### config.mk
export PLATFORM = sky130hd
export DESIGN_NAME = fully_associative_tlb
export DESIGN_NICKNAME = d
export VERILOG_FILES = /design/src/rtl/fatlb_pkg.sv /design/src/rtl/fatlb_ctrl.sv /design/src/rtl/fatlb_dp.sv /design/src/rtl/fully_associative_tlb.sv
export SDC_FILE = /design/constraint.sdc
export NUM_CORES = 2
export LEC_CHECK = 0
export BUFFER_PORTS_ARGS = -buffer_cell sky130_fd_sc_hd__buf_4
export CORE_ASPECT_RATIO = 1.2
export CORE_MARGIN = 1
export CORE_UTILIZATION = 40
export DETAILED_ROUTE_END_ITERATION = 16
export PLACE_DENSITY = 0.63
export SETUP_SLACK_MARGIN = 0.1
export SLEW_MARGIN = 0
export SYNTH_ARGS = -nofsm -noshare
export SYNTH_HDL_FRONTEND = slang
export SYNTH_HIERARCHICAL = 1
export SYNTH_SLANG_ARGS = --single-unit
### constraint.sdc
create_clock -name clk -period 22.8 [get_ports clk]
set_input_delay 3.42 -clock clk [delete_from_list [all_inputs] [get_ports clk]]
set_output_delay 3.42 -clock clk [all_outputs]
set_load 0.02 [all_outputs]
### src/rtl/fatlb_pkg.sv
// fatlb_pkg: shared constants, command codes and control types for the translation buffer
// used by fatlb_ctrl, fatlb_dp and fully_associative_tlb
`timescale 1ns / 1ps
`default_nettype none
package fatlb_pkg;

	localparam int NUM_ENTRIES = 16;
	localparam int IDX_W       = (NUM_ENTRIES > 1) ? $clog2(NUM_ENTRIES) : 1;
	localparam int ADDR_W      = 64;
	localparam int PAGE_SHIFT  = 12;
	localparam int TAG_W       = ADDR_W - PAGE_SHIFT;
	localparam int WORD_W      = 52;
	localparam int FLAGS_W     = 10;
	localparam int CNT_W       = 32;

	typedef enum logic [1:0] {
		CMD_LOOKUP    = 2'd0,
		CMD_INSERT    = 2'd1,
		CMD_INVAL_ONE = 2'd2,
		CMD_INVAL_ALL = 2'd3
	} cmd_t;

	typedef struct packed {
		logic load;
		logic match;
		logic apply;
	} ctrl_cmd_t;

endpackage
`default_nettype wire

### src/rtl/fatlb_ctrl.sv
// fatlb_ctrl: sequencer for one word: capture, tag compare and update; fatlb_dp reports the result
// depends on fatlb_pkg
`timescale 1ns / 1ps
`default_nettype none
module fatlb_ctrl (
	input  wire logic              clk,
	input  wire logic              arst_n,
	input  wire logic              start,
	output logic                   busy,
	output fatlb_pkg::ctrl_cmd_t   cmd
);
	import fatlb_pkg::*;

	typedef enum logic [1:0] {
		ST_IDLE,
		ST_MATCH,
		ST_APPLY
	} state_t;

	state_t state_q;

	always_ff @(posedge clk or negedge arst_n) begin
		if (!arst_n) begin
			state_q <= ST_IDLE;
		end else begin
			case (state_q)
				ST_IDLE: begin
					if (start) state_q <= ST_MATCH;
				end
				ST_MATCH: state_q <= ST_APPLY;
				ST_APPLY: state_q <= ST_IDLE;
				default:  state_q <= ST_IDLE;
			endcase
		end
	end

	assign busy      = (state_q != ST_IDLE);
	assign cmd.load  = (state_q == ST_IDLE) && start;
	assign cmd.match = (state_q == ST_MATCH);
	assign cmd.apply = (state_q == ST_APPLY);

	a_match_after_load: assert property (@(posedge clk) disable iff (!arst_n)
		cmd.load |=> cmd.match) else $error("compare step did not follow capture");
	a_apply_after_match: assert property (@(posedge clk) disable iff (!arst_n)
		cmd.match |=> cmd.apply) else $error("update step did not follow compare");
	a_one_step: assert property (@(posedge clk) disable iff (!arst_n)
		$onehot0({cmd.load, cmd.match, cmd.apply})) else $error("overlapping steps");

endmodule
`default_nettype wire

### src/rtl/fatlb_dp.sv
// fatlb_dp: entry array, parallel tag compare, first-match and first-free select, counters
// depends on fatlb_pkg, driven by fatlb_ctrl
`timescale 1ns / 1ps
`default_nettype none
module fatlb_dp (
	input  wire logic                            clk,
	input  wire logic                            arst_n,
	input  wire fatlb_pkg::ctrl_cmd_t            cmd,
	input  wire logic [1:0]                      command,
	input  wire logic [fatlb_pkg::ADDR_W-1:0]    virtual_addr,
	input  wire logic [fatlb_pkg::ADDR_W-1:0]    physical_addr,
	input  wire logic [fatlb_pkg::FLAGS_W-1:0]   page_flags,
	output logic                                 done,
	output logic                                 hit,
	output logic [fatlb_pkg::WORD_W-1:0]         entry_word,
	output logic                                 evicted,
	output logic [fatlb_pkg::CNT_W-1:0]          hit_count,
	output logic [fatlb_pkg::CNT_W-1:0]          miss_count,
	output logic [fatlb_pkg::CNT_W-1:0]          eviction_count
);
	import fatlb_pkg::*;

	cmd_t                   cmd_s1;
	logic [TAG_W-1:0]       tag_s1;
	logic [WORD_W-1:0]      word_s1;
	logic [NUM_ENTRIES-1:0] match_s2;

	logic [NUM_ENTRIES-1:0] valid_q;
	logic [TAG_W-1:0]       tags_q  [NUM_ENTRIES];
	logic [WORD_W-1:0]      words_q [NUM_ENTRIES];
	logic [CNT_W-1:0]       hits_q, misses_q, evicts_q;

	logic                   done_q, hit_q, evicted_q;
	logic [WORD_W-1:0]      entry_word_q;

	logic [IDX_W-1:0]       match_idx, free_idx, ins_idx;
	logic                   found, full;

	// lowest index wins for both selects
	always_comb begin
		match_idx = '0;
		free_idx  = '0;
		for (int i = NUM_ENTRIES - 1; i >= 0; i--) begin
			if (match_s2[i]) match_idx = IDX_W'(i);
			if (!valid_q[i]) free_idx = IDX_W'(i);
		end
	end

	assign found   = |match_s2;
	assign full    = &valid_q;
	assign ins_idx = full ? '0 : free_idx;

	always_ff @(posedge clk) begin
		if (cmd.load) begin
			cmd_s1  <= cmd_t'(command);
			tag_s1  <= virtual_addr[ADDR_W-1:PAGE_SHIFT];
			word_s1 <= WORD_W'(physical_addr[ADDR_W-1:PAGE_SHIFT]) | WORD_W'(page_flags);
		end
		if (cmd.match) begin
			for (int i = 0; i < NUM_ENTRIES; i++) begin
				match_s2[i] <= valid_q[i] && (tags_q[i] == tag_s1);
			end
		end
		if (cmd.apply && (cmd_s1 == CMD_INSERT)) begin
			tags_q[ins_idx]  <= tag_s1;
			words_q[ins_idx] <= word_s1;
		end
		if (cmd.apply) begin
			entry_word_q <= ((cmd_s1 == CMD_LOOKUP) && found) ? words_q[match_idx] : '0;
		end
	end

	always_ff @(posedge clk or negedge arst_n) begin
		if (!arst_n) begin
			valid_q   <= '0;
			hits_q    <= '0;
			misses_q  <= '0;
			evicts_q  <= '0;
			done_q    <= 1'b0;
			hit_q     <= 1'b0;
			evicted_q <= 1'b0;
		end else begin
			done_q <= cmd.apply;
			if (cmd.apply) begin
				hit_q     <= 1'b0;
				evicted_q <= 1'b0;
				case (cmd_s1)
					CMD_LOOKUP: begin
						if (found) begin
							hit_q  <= 1'b1;
							hits_q <= hits_q + 1'b1;
						end else begin
							misses_q <= misses_q + 1'b1;
						end
					end
					CMD_INSERT: begin
						valid_q[ins_idx] <= 1'b1;
						if (full) begin
							evicted_q <= 1'b1;
							evicts_q  <= evicts_q + 1'b1;
						end
					end
					CMD_INVAL_ONE: begin
						if (found) valid_q[match_idx] <= 1'b0;
					end
					CMD_INVAL_ALL: valid_q <= '0;
					default: valid_q <= valid_q;
				endcase
			end
		end
	end

	assign done           = done_q;
	assign hit            = hit_q;
	assign entry_word     = entry_word_q;
	assign evicted        = evicted_q;
	assign hit_count      = hits_q;
	assign miss_count     = misses_q;
	assign eviction_count = evicts_q;

	a_done_from_apply: assert property (@(posedge clk) disable iff (!arst_n)
		done_q |-> $past(cmd.apply)) else $error("result strobe without update step");
	a_hit_not_evict: assert property (@(posedge clk) disable iff (!arst_n)
		(done_q && hit_q) |-> !evicted_q) else $error("hit and eviction in one result");
	a_evict_when_full: assert property (@(posedge clk) disable iff (!arst_n)
		(done_q && evicted_q) |-> $past(full)) else $error("eviction with a free entry");
	a_one_counter: assert property (@(posedge clk) disable iff (!arst_n)
		$countones({hits_q != $past(hits_q), misses_q != $past(misses_q),
			evicts_q != $past(evicts_q)}) <= 1) else $error("two counters moved at once");

endmodule
`default_nettype wire

### src/rtl/fully_associative_tlb.sv
// fully_associative_tlb: top level of the translation buffer
// depends on fatlb_pkg, fatlb_ctrl and fatlb_dp
`timescale 1ns / 1ps
`default_nettype none
// A command word is taken when start is high and busy is low. The sequencer steps each
// word through capture, parallel compare of all tags, then update. busy drops in the
// cycle the result appears, so a new word can be taken in that cycle, not before.
// The result is valid while done is high, for exactly one cycle; there is no
// way to hold it, so the receiver must take it then. Counters wrap at 32 bits.
module fully_associative_tlb (
	input  wire logic                            clk,
	input  wire logic                            arst_n,
	input  wire logic                            start,
	output logic                                 busy,
	input  wire logic [1:0]                      command,
	input  wire logic [fatlb_pkg::ADDR_W-1:0]    virtual_addr,
	input  wire logic [fatlb_pkg::ADDR_W-1:0]    physical_addr,
	input  wire logic [fatlb_pkg::FLAGS_W-1:0]   page_flags,
	output logic                                 done,
	output logic                                 hit,
	output logic [fatlb_pkg::WORD_W-1:0]         entry_word,
	output logic                                 evicted,
	output logic [fatlb_pkg::CNT_W-1:0]          hit_count,
	output logic [fatlb_pkg::CNT_W-1:0]          miss_count,
	output logic [fatlb_pkg::CNT_W-1:0]          eviction_count
);
	import fatlb_pkg::*;

	ctrl_cmd_t cmd;

	fatlb_ctrl u_ctrl (
		.clk    (clk),
		.arst_n (arst_n),
		.start  (start),
		.busy   (busy),
		.cmd    (cmd)
	);

	fatlb_dp u_dp (
		.clk            (clk),
		.arst_n         (arst_n),
		.cmd            (cmd),
		.command        (command),
		.virtual_addr   (virtual_addr),
		.physical_addr  (physical_addr),
		.page_flags     (page_flags),
		.done           (done),
		.hit            (hit),
		.entry_word     (entry_word),
		.evicted        (evicted),
		.hit_count      (hit_count),
		.miss_count     (miss_count),
		.eviction_count (eviction_count)
	);

endmodule
`default_nettype wire
# Word-level counts from Yosys, hierarchy flattened
# Memories as Yosys holds them, arrays and structs flattened. A register that Yosys moved wholly into a read port is not among the register bits.
# Index checks and enable logic that the tools add are counted.
# classes
addsub	3
mul	0
div	0
magnitude_cmp	4
eq_ne	23
shift	0
muxes	47
n_bitwise	5
n_reduce_logical	32
# op_table
cell	n
52-bit == test	16
4-bit 2-to-1 mux	33
32-bit by 1-bit adder with 32-bit output, second input constant	3
52-bit by 10-bit bitwise OR with 52-bit output	1
16-bit case mux with 3 select lines	1
1-bit logical AND	21
18-bit AND reduction	1
16-bit AND	1
16-bit 2-to-1 mux	1
16-bit NOT	1
16-bit bitwise OR	1
16-bit AND reduction	1
16-bit OR reduction	1
4-bit by 5-bit less-than comparator with 1-bit output, second input constant	2
3-bit AND reduction	3
1-bit demux with 4-bit select	2
4-bit by 1-bit greater-or-equal comparator with 1-bit output, second input constant	2
1-bit 2-to-1 mux	8
2-bit == test, second input constant	3
2-bit by 1-bit == test with 1-bit output, second input constant	2
2-bit logical NOT	2
2-bit case mux with 2 select lines	1
3-bit nonzero test	1
2-bit 2-to-1 mux	1
5 further kinds	5
# totals
register_bits	239
latch_bits	0
mem_bits_rw	1664
mem_bits_ro	0
input_bits	143
out_inout_bits	152
wordCells	128
n_memories	2
# mem_list
memory	words	word_bits	rd	rd_ports_with_merged_regs	write_ports	line_no	rtl
u_dp.tags_q	16	52	16	0	1	fatlb_dp.sv:29	logic [TAG_W-1:0] tags_q [NUM_ENTRIES];
u_dp.words_q	16	52	1	1	1	fatlb_dp.sv:30	logic [WORD_W-1:0] words_q [NUM_ENTRIES];

# Logic depth before layout (Yosys ltp)
# depth
depth_word	24
ltp_mapped	10

# Cells and area by module
# Netlist, hierarchy kept.
# modules_own_cells
mod	instances	cells_each	area_per_inst_um2
fatlb_dp	1	4909	77963.5
fatlb_ctrl	1	8	90.1

# Worst setup path after synthesis
# OpenSTA, ideal clock, no wires.
# synth_path
path_kind	flip-flop to flip-flop
start	register u_ctrl.state_q[0]
end	memory u_dp/tags_q[11][0] (netlist name), enable pin
setup_time_ns	0.826
t_arrival_ns	13.648
slack_ns	8.326
path_stages_with_launch	6
n_path_buf	0
period_less_slack_ns	14.474
cell_sequence	dfrtp_1 > nor2b_1 > nand3b_1 > nor3_1 > nand2_1 > nor4_1
# synth_rtl
item	line_no	rtl
from (decl)	fatlb_ctrl.sv:20	state_t state_q;
from (signal assigned)	fatlb_ctrl.sv:24	state_q <= ST_IDLE;
from (signal assigned)	fatlb_ctrl.sv:28	if (start) state_q <= ST_MATCH;
from (signal assigned)	fatlb_ctrl.sv:30	ST_MATCH: state_q <= ST_APPLY;
to (decl)	fatlb_dp.sv:29	

# Worst setup path after layout
# layout_path
start	register u_ctrl.state_q[0]
end	output port busy
# layout_via
elab_chain_len	1
# layout_lines
item	line_no	rtl
2-bit nonzero test	fatlb_ctrl.sv:37	assign busy = (state_q != ST_IDLE);
to (decl)	fully_associative_tlb.sv:14	output logic busy,
# No other way between the ends.

==> flow_metrics.tcl <==
set metrics [dict create \
    powerDensity_mw_per_mm2 86.7 \
    crit_fanout 6 \
    fin_skew_ns 0.0405 \
    syn_to_final_growth_pct 15.1 \
    vias 44700 \
    cts-buffers-inserted 197 \
    p_leak_nw 30.5 \
    cts_num_sinks 1955 \
    final_common_cell "edfxtp_1" \
    final_cell_mix "1,838 x edfxtp_1, 419 x buf_4, 391 x xor2_1" \
    async_reset_ff_share_pct 5.98 \
    synth.area.top_cells "edfxtp_1 71%, xor2_1 4.4%, xnor2_1 4.2%" \
    worstMarginPinSlew_ns 1.22 \
    core.rowCount 177 \
    synth_top_area_share_pct 70.7 \
    core_mm2 0.194 \
    synthMuxAreaShare_pct 2.04 \
    synth.distinct_cells 75 \
    grt_pass1_wl_mm 300 \
    seq_area_frac_synth_pct 74.5 \
    port_buffers 270 \
    die_area_mm2 0.197 \
    final_core_util_pct 46.4 \
    h-tree-depth 4 \
    period_share_pct 22.5 \
    clock_latency_ns 0.86 \
    period_needed_ns 5.12 \
    cts_tree "done" \
    synth_compound_area_share_pct 6.85 \
    fin_nets 5407 \
    clockRootBuffer "clkbuf_16" \
    worstPathArrival_ns 1.70 \
    ys.flop_type "edfxtp_1" \
    hold_class "reg2reg" \
    cts_hold_buf 0 \
    syn-num-nets 5063 \
    synth_area_mm2 0.0781 \
    setup_tns_ns 0 \
    post-cts-setup-buffer-count 0 \
    die_h_um 486 \
    clock_path_buffers 3 \
    io_pins 295 \
    drive_above_1_share_pct 14.0 \
    nFillCells 16500 \
    drt-initial-drc-count 4482 \
    cap_violations 0 \
    crit_type "reg2out" \
    finalHoldViolations 0 \
    cts_resized 0 \
    synth_warnings 6 \
    synth_xor_area_share_pct 8.56 \
    antenna_found_initial 7 \
    routed_via_density 5.57 \
    synth-simple-area-share_pct 6.17 \
    grt_max_degree 91 \
    grt_pass1_vias 43900 \
    ys_ff_latch 1955 \
    vdd_drop_max_v 0.0000874 \
    p_total_mw 7.79 \
    grtUsageTotal_pct 20.9 \
    critPathRequiredTime_ns 19.38 \
    max_freq_ghz 0.195 \
    rsz0062_at_grt "false" \
    start_util_pct 40.3 \
    worstHoldStart "u_dp/eviction_count[31]$_DFFE_PN0P_" \
    synth_top_family_by_area "XOR/XNOR gates" \
    slew_headroom_pct 17.8 \
    cp-startpoint "u_ctrl/state_q[0]$_DFFE_PN0P_" \
    drc 0 \
    drt_wl_total_mm 209 \
    status "completed" \
    synth_edf_count 1838 \
    dp_hpwl_mm 116 \
    synth_cells 4917 \
    avgSynthCellArea_um2 15.9 \
    die_w_um 405 \
    setup_viol 0 \
    drtPass1Iterations 5 \
    reg2reg_from "u_dp/match_s2[11]$_DFFE_PP_" \
    cp-end-kind "output port" \
    synth_fa_ha_area_share_pct 0.0481 \
    gr-total-overflow 0 \
    clk_pin_slew_ns 0.06 \
    drt-wirelength-per-cell_um 26.1 \
    antenna_left 0 \
    gp_congestion 0.851 \
    yosysTopAreaCell "edfxtp_1" \
    finalMaxSlewViolations 0 \
    critPathLaunchType "flop" \
]
==> cell families after synthesis <==
logic type	after synthesis
AOI/OAI and AO/OA	755
xor gates and xnor gates	763
adders and majority gates	3
buffers and inverters	374
DFF	1955
muxes	159
and+or+nand+nor	908
==> layer usage <==
metal  vias up  share of wire, %  global-route usage (%)
met2      1815                49                    35.0
met3       352               6.8                    3.32
met4         0               3.0                    7.05
li1      19600                 -                       -
met5         -                 0                       0
met1     22900                41                    27.5
==> synthesized netlist by cell type (6+ instances only) <==
cell and n:
a31oi_1 108, a222oi_1 7, buf_1 42, o2bb2ai_1 22, nand4_1 129, edfxtp_1 1838
nor4_1 128, or4_1 12, a22oi_1 15, a211oi_1 57, o22a_1 8, a221oi_1 78
nand2_1 273, xor2_1 391, xnor2_1 372, o221ai_1 15, a21boi_0 53, dfrtp_1 117
and4_1 8, o22ai_1 97, or2_2 14, a2111o_1 48, nor2b_1 9, nor3b_1 7
inv_1 96, nand3_1 44, buf_2 29, clkbuf_1 198, nor3_1 71, and3_1 125
a21oi_1 121, nor2_1 54, a2111oi_0 6, mux2i_1 156, o21ai_0 75
==> path summary, 6_finish.rpt <==
path | depth (start not counted) | slack [ns] | to
max | 2 | 17.68 | busy
min | 1 | 0.47 | u_dp/eviction_count[31]$_DFFE_PN0P_
max reg2reg | 9 | 17.74 | u_dp/entry_word[1]$_SDFFCE_PN0P_
min reg2reg | 1 | 0.47 | u_dp/eviction_count[31]$_DFFE_PN0P_
max in group asynchronous | 2 | 18.84 | u_dp/eviction_count[7]$_DFFE_PN0P_
min in group asynchronous | 1 | 2.63 | u_dp/miss_count[26]$_DFFE_PN0P_
==> worst max-delay path: stages (launching register included) <==
cell and delay, ns:
dfrtp_1 0.45, or2_1 0.25, buf_4 0.17
==> sequential cells by signal, indices dropped and copies added (netlist names), 16 cells and up <==
register / cells
u_dp/match_s2: 16
u_dp/entry_word: 52
u_dp/word_s1: 52
u_dp/valid_q: 16
u_dp/words_q: 832
u_dp/miss_count: 32
u_dp/tag_s1: 52
u_dp/hit_count: 32
u_dp/tags_q: 832
u_dp/eviction_count: 32
==> stage by stage <==
stage	std cells	hold WS, ns	instance area, µm²	worst slack, ns
floorplan	4917	0.472	78100	8.33
global placement	7657	0.460	83600	17.51
detailed placement	7657	0.459	83600	17.48
CTS	8024	0.471	89800	17.61
global route	8025	0.485	89800	17.49
finish	8028	0.469	89800	17.68
==> final cells by class <==
cell class                      instances  area, µm²  area share, %
Antenna cell                            4       10.0         0.0111
Tap cell                             2595       3250           3.61
Multi-Input combinational cell       2588      18700           20.8
Inverter                              100        375          0.418
Clock buffer                          244       5180           5.77
Sequential cell                      1955      58100           64.7
Timing Repair Buffer                  419       3150           3.50
Clock inverter                        123       1060           1.18
==> power by group <==
group / switching (mW) / internal [mW] / total [mW] / leakage, nW
combinational: 0.411 / 0.179 / 0.590 / 9.28
sequential: 0.0566 / 4.00 / 4.06 / 18.2
clock: 1.37 / 1.76 / 3.14 / 3.03
total: 1.84 / 5.95 / 7.79 / 30.5
(Power assumes the default switching activity.)
